[src/hw/rtl/ogm_pkg.sv]
// Shared types and constants for the occupancy grid merge block.
package ogm_pkg;

  localparam int MAX_WIDTH  = 256;
  localparam int MAX_HEIGHT = 256;
  localparam int COORD_W    = 8;
  localparam int DIM_W      = 9;
  localparam int SHIFT_W    = 10;
  localparam int CELL_W     = 8;
  localparam int ADDR_W     = 2 * COORD_W;
  localparam int PADDR_W    = 5;
  localparam int PDATA_W    = 32;

  localparam logic [CELL_W-1:0] UNKNOWN_CELL = 8'hFF;

  typedef enum logic [1:0] {
    ACT_LOAD  = 2'd0,
    ACT_MERGE = 2'd1,
    ACT_READ  = 2'd2
  } act_t;

  typedef enum logic [2:0] {
    REG_GRID_WIDTH     = 3'd0,
    REG_GRID_HEIGHT    = 3'd1,
    REG_SHIFT_X        = 3'd2,
    REG_SHIFT_Y        = 3'd3,
    REG_OVERWRITE_MODE = 3'd4
  } reg_idx_t;

  typedef struct packed {
    logic [1:0]               action;
    logic [COORD_W-1:0]       col;
    logic [COORD_W-1:0]       row;
    logic signed [CELL_W-1:0] cell_value;
  } req_t;

  typedef struct packed {
    logic signed [CELL_W-1:0] stored_value;
    logic                     was_written;
    logic                     in_bounds;
  } res_t;

  typedef struct packed {
    logic [DIM_W-1:0]          grid_width;
    logic [DIM_W-1:0]          grid_height;
    logic signed [SHIFT_W-1:0] shift_x;
    logic signed [SHIFT_W-1:0] shift_y;
    logic                      overwrite_mode;
  } cfg_t;

endpackage

[src/hw/rtl/ogm_cfg_regs.sv]
// APB-style configuration register file.
module ogm_cfg_regs import ogm_pkg::*; (
  input  logic               clk,
  input  logic               rst,
  input  logic               psel,
  input  logic               penable,
  input  logic               pwrite,
  input  logic [PADDR_W-1:0] paddr,
  input  logic [PDATA_W-1:0] pwdata,
  output logic [PDATA_W-1:0] prdata,
  output logic               pready,
  output cfg_t               cfg
);

  logic     wr_en;
  reg_idx_t idx;

  assign pready = 1'b1;
  assign wr_en  = psel && penable && pwrite;
  assign idx    = reg_idx_t'(paddr[PADDR_W-1:2]);

  always_ff @(posedge clk) begin
    if (rst) begin
      cfg.grid_width     <= DIM_W'(MAX_WIDTH);
      cfg.grid_height    <= DIM_W'(MAX_HEIGHT);
      cfg.shift_x        <= '0;
      cfg.shift_y        <= '0;
      cfg.overwrite_mode <= 1'b0;
    end else if (wr_en) begin
      unique case (idx)
        REG_GRID_WIDTH:     cfg.grid_width     <= pwdata[DIM_W-1:0];
        REG_GRID_HEIGHT:    cfg.grid_height    <= pwdata[DIM_W-1:0];
        REG_SHIFT_X:        cfg.shift_x        <= $signed(pwdata[SHIFT_W-1:0]);
        REG_SHIFT_Y:        cfg.shift_y        <= $signed(pwdata[SHIFT_W-1:0]);
        REG_OVERWRITE_MODE: cfg.overwrite_mode <= pwdata[0];
        default: ;
      endcase
    end
  end

  always_comb begin
    prdata = '0;
    unique case (idx)
      REG_GRID_WIDTH:     prdata = {{(PDATA_W-DIM_W){1'b0}}, cfg.grid_width};
      REG_GRID_HEIGHT:    prdata = {{(PDATA_W-DIM_W){1'b0}}, cfg.grid_height};
      REG_SHIFT_X:        prdata = {{(PDATA_W-SHIFT_W){cfg.shift_x[SHIFT_W-1]}}, cfg.shift_x};
      REG_SHIFT_Y:        prdata = {{(PDATA_W-SHIFT_W){cfg.shift_y[SHIFT_W-1]}}, cfg.shift_y};
      REG_OVERWRITE_MODE: prdata = {{(PDATA_W-1){1'b0}}, cfg.overwrite_mode};
      default:            prdata = '0;
    endcase
  end

endmodule

[config.mk]
export PLATFORM = sky130hd
export DESIGN_NAME = ogm_cfg_regs
export DESIGN_NICKNAME = d
export VERILOG_FILES = /design/src/hw/rtl/ogm_pkg.sv /design/src/hw/rtl/ogm_cfg_regs.sv
export SDC_FILE = /design/constraint.sdc
export NUM_CORES = 1
export LEC_CHECK = 0
export ABC_CLOCK_PERIOD_IN_PS = 5030
export BUFFER_PORTS_ARGS = -buffer_cell sky130_fd_sc_hd__buf_4
export CAP_MARGIN = 20
export CORE_MARGIN = 2
export CORE_UTILIZATION = 48
export DETAILED_ROUTE_END_ITERATION = 10
export GPL_TIMING_DRIVEN = 0
export PLACE_DENSITY_LB_ADDON = 0.25
export SLEW_MARGIN = 40
export SYNTH_ARGS = -nofsm -noshare
export SYNTH_HDL_FRONTEND = slang
export SYNTH_SLANG_ARGS = --single-unit
[constraint.sdc]
create_clock -name clk -period 5.03 [get_ports clk]
set_input_delay 0.2515 -clock clk [delete_from_list [all_inputs] [get_ports clk]]
set_output_delay 0.2515 -clock clk [all_outputs]
set_load 0.01 [all_outputs]
==> results of run 1 <==
layer usage:
| layer | global-route usage (%) | wire [um] |
|---|---|---|
| met2 | 36.9 | 2570 |
| met5 | 0 | 0 |
| met4 | 8.18 | 80 |
| met1 | 27.5 | 2350 |
| met3 | 6.84 | 468 |
tightest hold or removal path: stages:
cell,delay (ns)
buf_4,0.08
nor2_1,0.05
mux2i_1,0.11
through the flow:
stage          util (%)  worst slack, ns
2_1_floorplan         -             2.27
3_3_place_gp       65.6             1.90
3_5_place_dp       65.8             2.73
4_1_cts            68.1             2.73
5_1_grt            68.1             2.58
6_report           68.1             2.77
path summary, 6_finish.rpt:
path                                start    endpoint  slack (ns)
worst max-delay path             paddr[2]  prdata[10]        2.77
worst min register to register     cfg[5]      cfg[5]        0.50
worst max register to register    cfg[20]     cfg[20]        4.25
worst min-delay path            pwdata[8]     cfg[38]        0.23
final cells by class:
type	count	area [sq um]	share of cell area [%]
Sequential cell	39	781	26.5
Tap cell	52	65.1	2.21
Multi-Input combinational cell	135	1100	37.4
Buffer	38	255	8.66
Timing Repair Buffer	86	643	21.8
Clock buffer	8	100	3.40
cell usage after synthesis, types with 2 or more instances:
library cell   n  area (sq um)
buf_2          2          10.0
mux2i_1       30           300
buf_4         23           173
clkbuf_1       9          33.8
mux4_2         8           180
dfxtp_1       39           781
buf_6          3          33.8
o21ai_0       20           100
nor2b_1       18           113
nand2b_1      38           238
nor2_1         4          15.0
power breakdown:
| group | total, mW | switching (mW) | internal [mW] |
|---|---|---|---|
| Clock | 0.240 | 0.115 | 0.125 |
| Combinational | 0.0613 | 0.0315 | 0.0297 |
| Sequential | 0.313 | 0.00181 | 0.311 |
| Total | 0.614 | 0.148 | 0.466 |
cells by family after synthesis:
logic type	Yosys count	share of synthesized area [%]
AOI/OAI and AO/OA	23	5.69
buffers and inverters	38	12.0
DFF	39	36.6
muxes	39	23.0
other	1	0.176
and+or+nand+nor	72	22.5
layout by cell type (no fill, tap or decap), drive strengths merged, types with 2 or more instances in the layout:
master and instances:
nor2b 18, clkbuf 18, nand2b 38, buf 114, nor2 4, o21ai 20, nand2 2, nand3b 2
mux4 8, nor3b 2, nand3 2, mux2i 30, dfxtp 39
==> reports/qor.yml, run 1 <==
worst_pin_slew_ns: 0.605
pin_count: 114
clkTransAtPathRegs_ns: 0.07
fin_total_pwr_mw: 0.614
vdd_drop_max_mv: 0.179
min_period_over_period_pct: 44.9
avgViaCountPerCell: 5.01
report.final.slew_viol_count: 0
ys_types: 29
gp_congestion: 0.756
dr.pass1.iters: 4
die_y_um: 70.7
top_register: "cfg"
port-buffer-count: 85
skew_ns: 0
cts-root-buf: "clkbuf_8"
syn-instance-count: 212
layoutNonFillerInstCount: 358
syn_nets: 254
n_antenna_cell: 0
synthArstFlopShare_pct: 0
grt_usage_pct: 22.3
hold_viol: 0
hold_path.class: "in -> reg"
reg2reg_depth: 3
grt_pass1_vias: 1660
p_per_area_nw_per_um2: 208
fmax_ghz: 0.442
cts.path.max_buffers: 2
setup_viol: 0
drtIter0Drc: 70
criticalPathCategory: "in -> out"
die_w_um: 70.7
largest_reg_flops: 39
fin_tns_setup_ns: 0
wire_per_inst_um: 15.3
grt_max_degree: 13
clock_latency_ns: 0.30
synth_edf_count: 0
final_cell_area_sq_um: 2950
cp.depth: 7
crit_buf_inv: 5
largestRegisters: "cfg: 39 flops"
dp_hpwl_um: 3880
cts_resized: 0
cts.sinks: 39
syn_avg_cell_area_sq_um: 10.1
syn_to_final_growth_pct: 38.1
yosys_warnings: 0
path_max_fanout: 12
period_needed_ns: 2.26
p_leak_nw: 1.50
fill_cells: 378
rsz0062_at_grt: "false"
htree_levels: 2
dieArea_sq_um: 4990
cts_setup_buffers: 0
ys_seq_area_share_pct: 36.6
drcViolationCount: 0
fin_nets: 347
holdPathStages: 3
endpoint_kind: "output pin"
coreArea_sq_um: 4320
hold_ws_ns: 0.232
antenna_found_initial: 0
start_util_pct: 49.3
placementRows: 24
synthFlopType: "dfxtp_1"
slowest_delay_ns: 0.53
totalWireLength_um: 5470
numCtsBuffers: 5
cpLargestDelayFamily: "buffers and inverters"
placed_area_sq_um: 2850
drv_cap: 0
cts_tree: "built"
startpoint_type: "input pin"
worstPathArrival_ns: 2.01
grt_pass1_wl_um: 8470
cp_slowest_cell: "nor3b_2"
drive_above_1_share_pct: 44.8
via_count: 1793
status: "complete, no violations"
path_cells: "buf_2, buf_2, mux2i_1, nor3b_2, buf_2, buf_4, buf_4"
synth.ff_latch_count: 39
crit_top_cell: "buf_2"
grt_overflow: 0
synth.cell_area_sq_um: 2130
cts_hold_buf: 0
placedCellCount: 350
required_ns: 4.78
max-slew-margin-rel_pct: 59.5
ant_nets: 0
Power figures use the tool's default switching activity.
==> inputs of run 2 (changes only) <==
--- a/config.mk
+++ b/config.mk
@@ -5,11 +5,12 @@
 export SDC_FILE = /design/constraint.sdc
 export NUM_CORES = 1
 export LEC_CHECK = 0
-export ABC_CLOCK_PERIOD_IN_PS = 5030
+export ABC_AREA = 1
+export ABC_CLOCK_PERIOD_IN_PS = 2300
 export BUFFER_PORTS_ARGS = -buffer_cell sky130_fd_sc_hd__buf_4
 export CAP_MARGIN = 20
 export CORE_MARGIN = 2
-export CORE_UTILIZATION = 48
+export CORE_UTILIZATION = 45
 export DETAILED_ROUTE_END_ITERATION = 10
 export GPL_TIMING_DRIVEN = 0
 export PLACE_DENSITY_LB_ADDON = 0.25
==> constraint.sdc (replaced) <==
create_clock -name clk -period 2.3 [get_ports clk]
set_input_delay 0.115 -clock clk [delete_from_list [all_inputs] [get_ports clk]]
set_output_delay 0.115 -clock clk [all_outputs]
set_load 0.01 [all_outputs]
==> reports/qor.yml, run 2 <==
cts_tree: "built"
syn_to_final_growth_pct: 37.1
via_count: 2242  # +25%
worstPathArrival_ns: 1.47  # -0.54 ns
synth_edf_count: 0  # unchanged
syn-instance-count: 339  # +60%
startpoint_type: "flip-flop"
cp_slowest_cell: "dfxtp_1"
cts_hold_buf: 0  # unchanged
seqCellArea_sq_um: 781  # unchanged
clock_latency_ns: 0.29  # about the same
combPwrFrac_pct: 13.4  # +3.4 points
yosysTopAreaCell: "dfxtp_1"
drive_above_1_share_pct: 33.3  # -11 points
pre_cts_ws_ns: 0.754  # -1.98 ns
hold_viol: 0  # unchanged
criticalPathCategory: "reg -> out"
synth.cell_area_sq_um: 2200  # +3.1%
dr.pass1.iters: 4  # unchanged
drcViolationCount: 0  # unchanged
syn_nets: 381  # +50%
numCtsBuffers: 5  # unchanged
totalWireLength_um: 5910  # +8.1%
fin_nets: 475  # +37%
syn_avg_cell_area_sq_um: 6.49  # -36%
power.internal_mw: 0.958  # +110%
setup_slack_ns: 0.716  # -2.05 ns
min_period_over_period_pct: 68.9
reg2reg_slack_ns: 1.68  # -2.57 ns
final_cell_mix: "111 x buf_4, 87 x nand2_1, 84 x nor2_1, 39 x dfxtp_1, 33 x nand3_1"
worst_pin_slew_ns: 0.533  # -0.0720 ns
htree_levels: 2  # unchanged
clkTransAtPathRegs_ns: 0.07  # about the same
ys_seq_area_share_pct: 35.5  # -1.1 points
drtIter0Drc: 135  # +93%
synthTopCellsByArea: "dfxtp_1 35%, nand2_1 15%, nor2_1 14%"
rsz0062_at_grt: "false"
antenna_found_initial: 0  # unchanged
placementRows: 25  # +4.2%
skew_ns: 0  # unchanged
grt_overflow: 0  # unchanged
die_w_um: 73.9  # +4.6%
cts_setup_buffers: 0  # unchanged
max-slew-margin-rel_pct: 64.4  # +4.9 points
synthArstFlopShare_pct: 0  # unchanged
grt_usage_pct: 21.7  # -0.54 points
layout_commonest_cell: "buf_4"
period_needed_ns: 1.58
cts-root-buf: "clkbuf_8"
final_cell_area_sq_um: 3020  # +2.4%
critPathCapture: "prdata[12]"
avgViaCountPerCell: 4.49  # -10%
synthFlopType: "dfxtp_1"
r2r-end: "cfg[12]"
cp.depth: 5  # -2
setup_viol: 0  # unchanged
ant_nets: 0  # unchanged
cts.sinks: 39  # unchanged
die_y_um: 73.9  # +4.6%
grt_pass1_wl_um: 8990  # +6.2%
dp_hpwl_um: 4490  # +16%
endpoint_kind: "output pin"
finish.utilization_pct: 63.9  # -4.3 points
drv_cap: 0  # unchanged
p_per_area_nw_per_um2: 428  # +110%
p_leak_nw: 1.53  # +2.2%
slowest_delay_ns: 0.35  # -0.18 ns
dieArea_sq_um: 5460  # +9.4%
wire_per_inst_um: 11.9  # -22%
ys_types: 20  # -31%
cts_resized: 0  # unchanged
yosysMostFrequentCell: "nand2_1"
placed_area_sq_um: 2940  # +3.4%
swShare_pct: 25.9  # +1.7 points
yosys_warnings: 0  # unchanged
start_util_pct: 46.6  # -2.8 points
port-buffer-count: 86  # +1.2%
fin_total_pwr_mw: 1.29  # +110%
multi_input_area_sq_um: 1000  # -8.9%
n_antenna_cell: 0  # unchanged
p_sw_mw: 0.334  # +130%
reg2reg_depth: 2  # -1
largestRegisters: "cfg: 39 flops"
largest_reg_flops: 39  # unchanged
setup.worst_path.start: "cfg[10]"
crit_buf_inv: 4  # -1
path_cells: "inv_1, o21ai_2, buf_6, buf_4, buf_4"
clkPwrFrac_pct: 33.1  # -6.0 points
vdd_drop_max_mv: 0.384  # +110%
cpLargestDelayFamily: "buffers and inverters"
synth.ff_latch_count: 39  # unchanged
synth.top_cell.area_share_pct: 35.5  # -1.1 points
report.final.slew_viol_count: 0  # unchanged
status: "complete, no violations"
fmax_ghz: 0.631
coreArea_sq_um: 4720  # +9.2%
timing.rr.start: "cfg[12]"
hold_path.class: "in -> reg"
top_register: "cfg"
gp_congestion: 0.811  # +7.3%
fill_cells: 457  # +21%
required_ns: 2.18  # -2.60 ns
cts.path.max_buffers: 2  # unchanged
fin_tns_setup_ns: 0  # unchanged
path_max_fanout: 14  # +2
pin_count: 114  # unchanged
grt_max_degree: 15  # +2
crit_top_cell: "buf_4"
grt_pass1_vias: 1861  # +12%
ys_top_cells_by_count: "87 x nand2_1, 84 x nor2_1, 39 x dfxtp_1"
pwr-share-seq_pct: 53.5  # +2.6 points
## run 2: cell count changes in the layout (fill, tap and decap cells not counted), moves of 9 or more
cell,change
a21oi_1,+9
inv_1,+28
o21ai_0,-18
nor2b_1,-18
nand3_1,+32
mux2i_1,-30
nand2_1,+86
nor2_1,+80
nand2b_1,-38
## run 2: how the worst min path moves through the flow
| stage | startpoint | to | slack (ns) | cells past startpoint |
|---|---|---|---|---|
| 6_report | pwdata[8] | cfg[29] | 0.06 | 3 |
| 5_1_grt | pwdata[8] | cfg[29] | 0.07 | 3 |
| 4_1_cts | pwdata[8] | cfg[29] | 0.06 | 3 |
| 3_5_place_dp | pwdata[8] | cfg[29] | 0.36 | 3 |
| 3_3_place_gp | pwdata[8] | cfg[29] | 0.36 | 3 |
| 2_1_floorplan | pwdata[8] | cfg[38] | 0.24 | 2 |
## run 2: worst min-delay path: stages
cell and delay, ns:
buf_4 0.10, nand2_1 0.05, nand3_1 0.06
## run 2: cell type report
type                       instances  area share (%)
tap                               67            2.78
timing repair buffer              87            21.8
buffer                            37            9.79
multi-input combinational        231            33.3
inverter                          32            4.06
sequential                        39            25.9
clock buffer                       6            2.41
## run 2: metrics by stage
| step | hold slack, ns | cells |
|---|---|---|
| 2_1_floorplan | 0.241 | 339 |
| 3_3_place_gp | 0.357 | 492 |
| 3_5_place_dp | 0.360 | 493 |
| 4_1_cts | 0.0583 | 499 |
| 5_1_grt | 0.0723 | 499 |
| 6_report | 0.0615 | 499 |
## run 2: per-layer routing
metal	routed length, um	share of wire (%)	up-vias	track usage, %
li1	-	-	1197	-
met1	2650	45	957	28.6
met2	2740	46	80	35.6
met3	436	7.4	8	5.08
met4	80	1.4	0	6.26
met5	0	0	-	0
## run 2: power by group through the flow
stage               Combinational (mW)  Sequential [mW]  Clock (mW)
global placement                 0.171            0.706           0
floorplan                        0.101            0.709           0
finish                           0.173            0.691       0.427
CTS                              0.173            0.691       0.432
detailed placement               0.173            0.706           0
global route                     0.190            0.691       0.461
## run 2: cells by family after synthesis
family	share of synthesized area, %
AO/OA/AOI/OAI	2.73
buffers and inverters	19.0
flip-flops	35.5
other	0.170
AND/OR/NAND/NOR	42.6
==> inputs of run 3 (changes only) <==
--- a/config.mk
+++ b/config.mk
@@ -5,12 +5,12 @@
 export SDC_FILE = /design/constraint.sdc
 export NUM_CORES = 1
 export LEC_CHECK = 0
-export ABC_AREA = 1
-export ABC_CLOCK_PERIOD_IN_PS = 2300
+export ABC_AREA = 0
+export ABC_CLOCK_PERIOD_IN_PS = 1400
 export BUFFER_PORTS_ARGS = -buffer_cell sky130_fd_sc_hd__buf_4
 export CAP_MARGIN = 20
 export CORE_MARGIN = 2
-export CORE_UTILIZATION = 45
+export CORE_UTILIZATION = 41
 export DETAILED_ROUTE_END_ITERATION = 10
 export GPL_TIMING_DRIVEN = 0
 export PLACE_DENSITY_LB_ADDON = 0.25
==> constraint.sdc (replaced) <==
create_clock -name clk -period 1.4 [get_ports clk]
set_input_delay 0.07 -clock clk [delete_from_list [all_inputs] [get_ports clk]]
set_output_delay 0.07 -clock clk [all_outputs]
set_load 0.01 [all_outputs]
==> reports/qor.yml, run 3 (synthesis results as in run 1) <==
grt_pass1_vias: 1909  # +2.6%
n_antenna_cell: 0  # unchanged
cts_tree: "built"
ant_nets: 0  # unchanged
fin_nets: 370  # -22%
vdd_drop_max_mv: 0.462  # +20%
violations: "setup timing"
report.final.slew_viol_count: 0  # unchanged
worstPathArrival_ns: 1.37  # -0.10 ns
p_leak_nw: 1.68  # +9.5%
cts-root-buf: "clkbuf_8"
pwr-share-seq_pct: 52.4  # -1.1 points
hold_ws_ns: 0.0741  # +0.0126 ns
rsz0062_at_grt: "true"
die_w_um: 76.1  # +3.0%
cts_hold_buf: 0  # unchanged
via_count: 1920  # -14%
cts.path.max_buffers: 2  # unchanged
drv_cap: 0  # unchanged
criticalPathCategory: "reg -> out"
numCtsBuffers: 5  # unchanged
layout_commonest_cell: "buf_4"
pre_cts_ws_ns: -0.275  # -1.03 ns
dr.pass1.iters: 5  # +1
placementRows: 26  # +4.0%
grt_overflow: 0  # unchanged
grt_usage_pct: 21.0  # -0.71 points
swShare_pct: 24.0  # -1.8 points
grt_pass1_wl_um: 9740  # +8.4%
required_ns: 1.33  # -0.85 ns
syn_to_final_growth_pct: 58.9
wire_per_inst_um: 15.6  # +31%
pin_count: 114  # unchanged
clock_latency_ns: 0.28  # about the same
cpLargestDelayFamily: "flip-flops"
startpoint_type: "flip-flop"
antenna_found_initial: 0  # unchanged
largest_reg_flops: 39  # unchanged
clkTransAtPathRegs_ns: 0.07  # about the same
path_cells: "mux2i_4, nor3b_4, buf_12, buf_4, buf_6"
reg2reg_depth: 4  # +2
fin_tns_setup_ns: -0.698  # -0.698 ns
skew_ns: 0  # unchanged
hold_viol: 0  # unchanged
dp_hpwl_um: 3900  # -13%
slowest_delay_ns: 0.36  # about the same
fin_total_pwr_mw: 2.14  # +66%
avgViaCountPerCell: 4.82  # +7.4%
worst_pin_slew_ns: 0.511  # -0.0222 ns
r2r-end: "cfg[16]"
cts.sinks: 39  # unchanged
setup_slack_ns: -0.0434  # -0.759 ns
totalWireLength_um: 6200  # +4.8%
combPwrFrac_pct: 11.5  # -1.9 points
drcViolationCount: 0  # unchanged
final_cell_mix: "94 x buf_4, 39 x buf_6, 38 x nand2b_1, 31 x dfxtp_2, 29 x mux2i_1"
setup_viol: 26  # +26
period_needed_ns: 1.44
path_max_fanout: 11  # -3
max-slew-margin-rel_pct: 65.9  # +1.5 points
min_period_over_period_pct: 103
port-buffer-count: 85  # -1.2%
die_y_um: 76.1  # +3.0%
power.internal_mw: 1.63  # +70%
p_sw_mw: 0.515  # +54%
coreArea_sq_um: 5070  # +7.4%
drive_above_1_share_pct: 59.8  # +26 points
status: "finished with violations"
dieArea_sq_um: 5800  # +6.1%
cp_slowest_cell: "dfxtp_2"
grt_max_degree: 12  # -3
largestRegisters: "cfg: 39 flops"
clkPwrFrac_pct: 36.0  # +2.9 points
crit_buf_inv: 3  # -1
fmax_ghz: 0.693
gp_congestion: 0.764  # -5.8%
htree_levels: 2  # unchanged
endpoint_kind: "output pin"
timing.rr.start: "cfg[16]"
setup.worst_path.start: "cfg[10]"
reg2reg_slack_ns: 0.47  # -1.21 ns
cp.depth: 5  # unchanged
top_register: "cfg"
drtIter0Drc: 50  # -63%
p_per_area_nw_per_um2: 632  # +48%
hold_path.class: "in -> reg"
start_util_pct: 42.0  # -4.5 points
critPathCapture: "prdata[19]"
[run 3: worst min-delay path by stage]
stage	from	to	slack, ns	cells after the start
global route	pwdata[9]	cfg[10]	0.10	3
finish	pwdata[9]	cfg[10]	0.07	3
CTS	pwdata[8]	cfg[29]	0.07	3
floorplan	pwdata[9]	cfg[10]	0.23	2
global placement	pwdata[8]	cfg[38]	0.35	3
detailed placement	pwdata[8]	cfg[38]	0.36	3
[run 3: per-stage QoR]
step	utilization, %	instance area (sq um)	instances
2_1_floorplan	-	2180	212
3_3_place_gp	57.2	2910	367
3_5_place_dp	57.2	2910	367
4_1_cts	64.3	3270	397
5_1_grt	66.8	3390	398
6_report	66.8	3390	398
[run 3: power groups by stage]
stage	Sequential, mW	Clock, mW	Combinational [mW]
4_1_cts	1.12	0.769	0.245
2_1_floorplan	1.15	0	0.133
5_1_grt	1.12	0.818	0.266
3_5_place_dp	1.15	0	0.233
3_3_place_gp	1.15	0	0.232
6_report	1.12	0.772	0.247
[run 3: metal layers]
layer | up-vias | GRT usage [%] | wire (um)
met5 | - | 0 | 0
met4 | 0 | 7.64 | 53
met3 | 7 | 4.27 | 360
met2 | 67 | 36.6 | 3050
met1 | 913 | 25.8 | 2730
li1 | 933 | - | -
[run 3: tightest hold or removal path, delay by kind of cell]
| kind | cells | cell delay, ns |
|---|---|---|
| multiplexers | 1 | 0.06 |
| AND/OR/NAND/NOR | 1 | 0.07 |
| buffers and inverters | 1 | 0.11 |
[run 3: area by class of cell]
type                    count  area [sq um]
plain buffers              37           307
flip-flops and latches     39           820
clock inverters             1          5.00
well taps                  70          87.6
repair buffers            109           928
fillers                   436          1690
multi-input cells         136          1160
clock buffers               6          82.6
[run 3: what timing repair did]
action,in CTS,in global routing
setup buffers,22,2
pin swaps,2,1
endpoints found under the setup margin,31,31
hold endpoints to repair,0,0
cloned,1,0
gates resized for setup,38,34
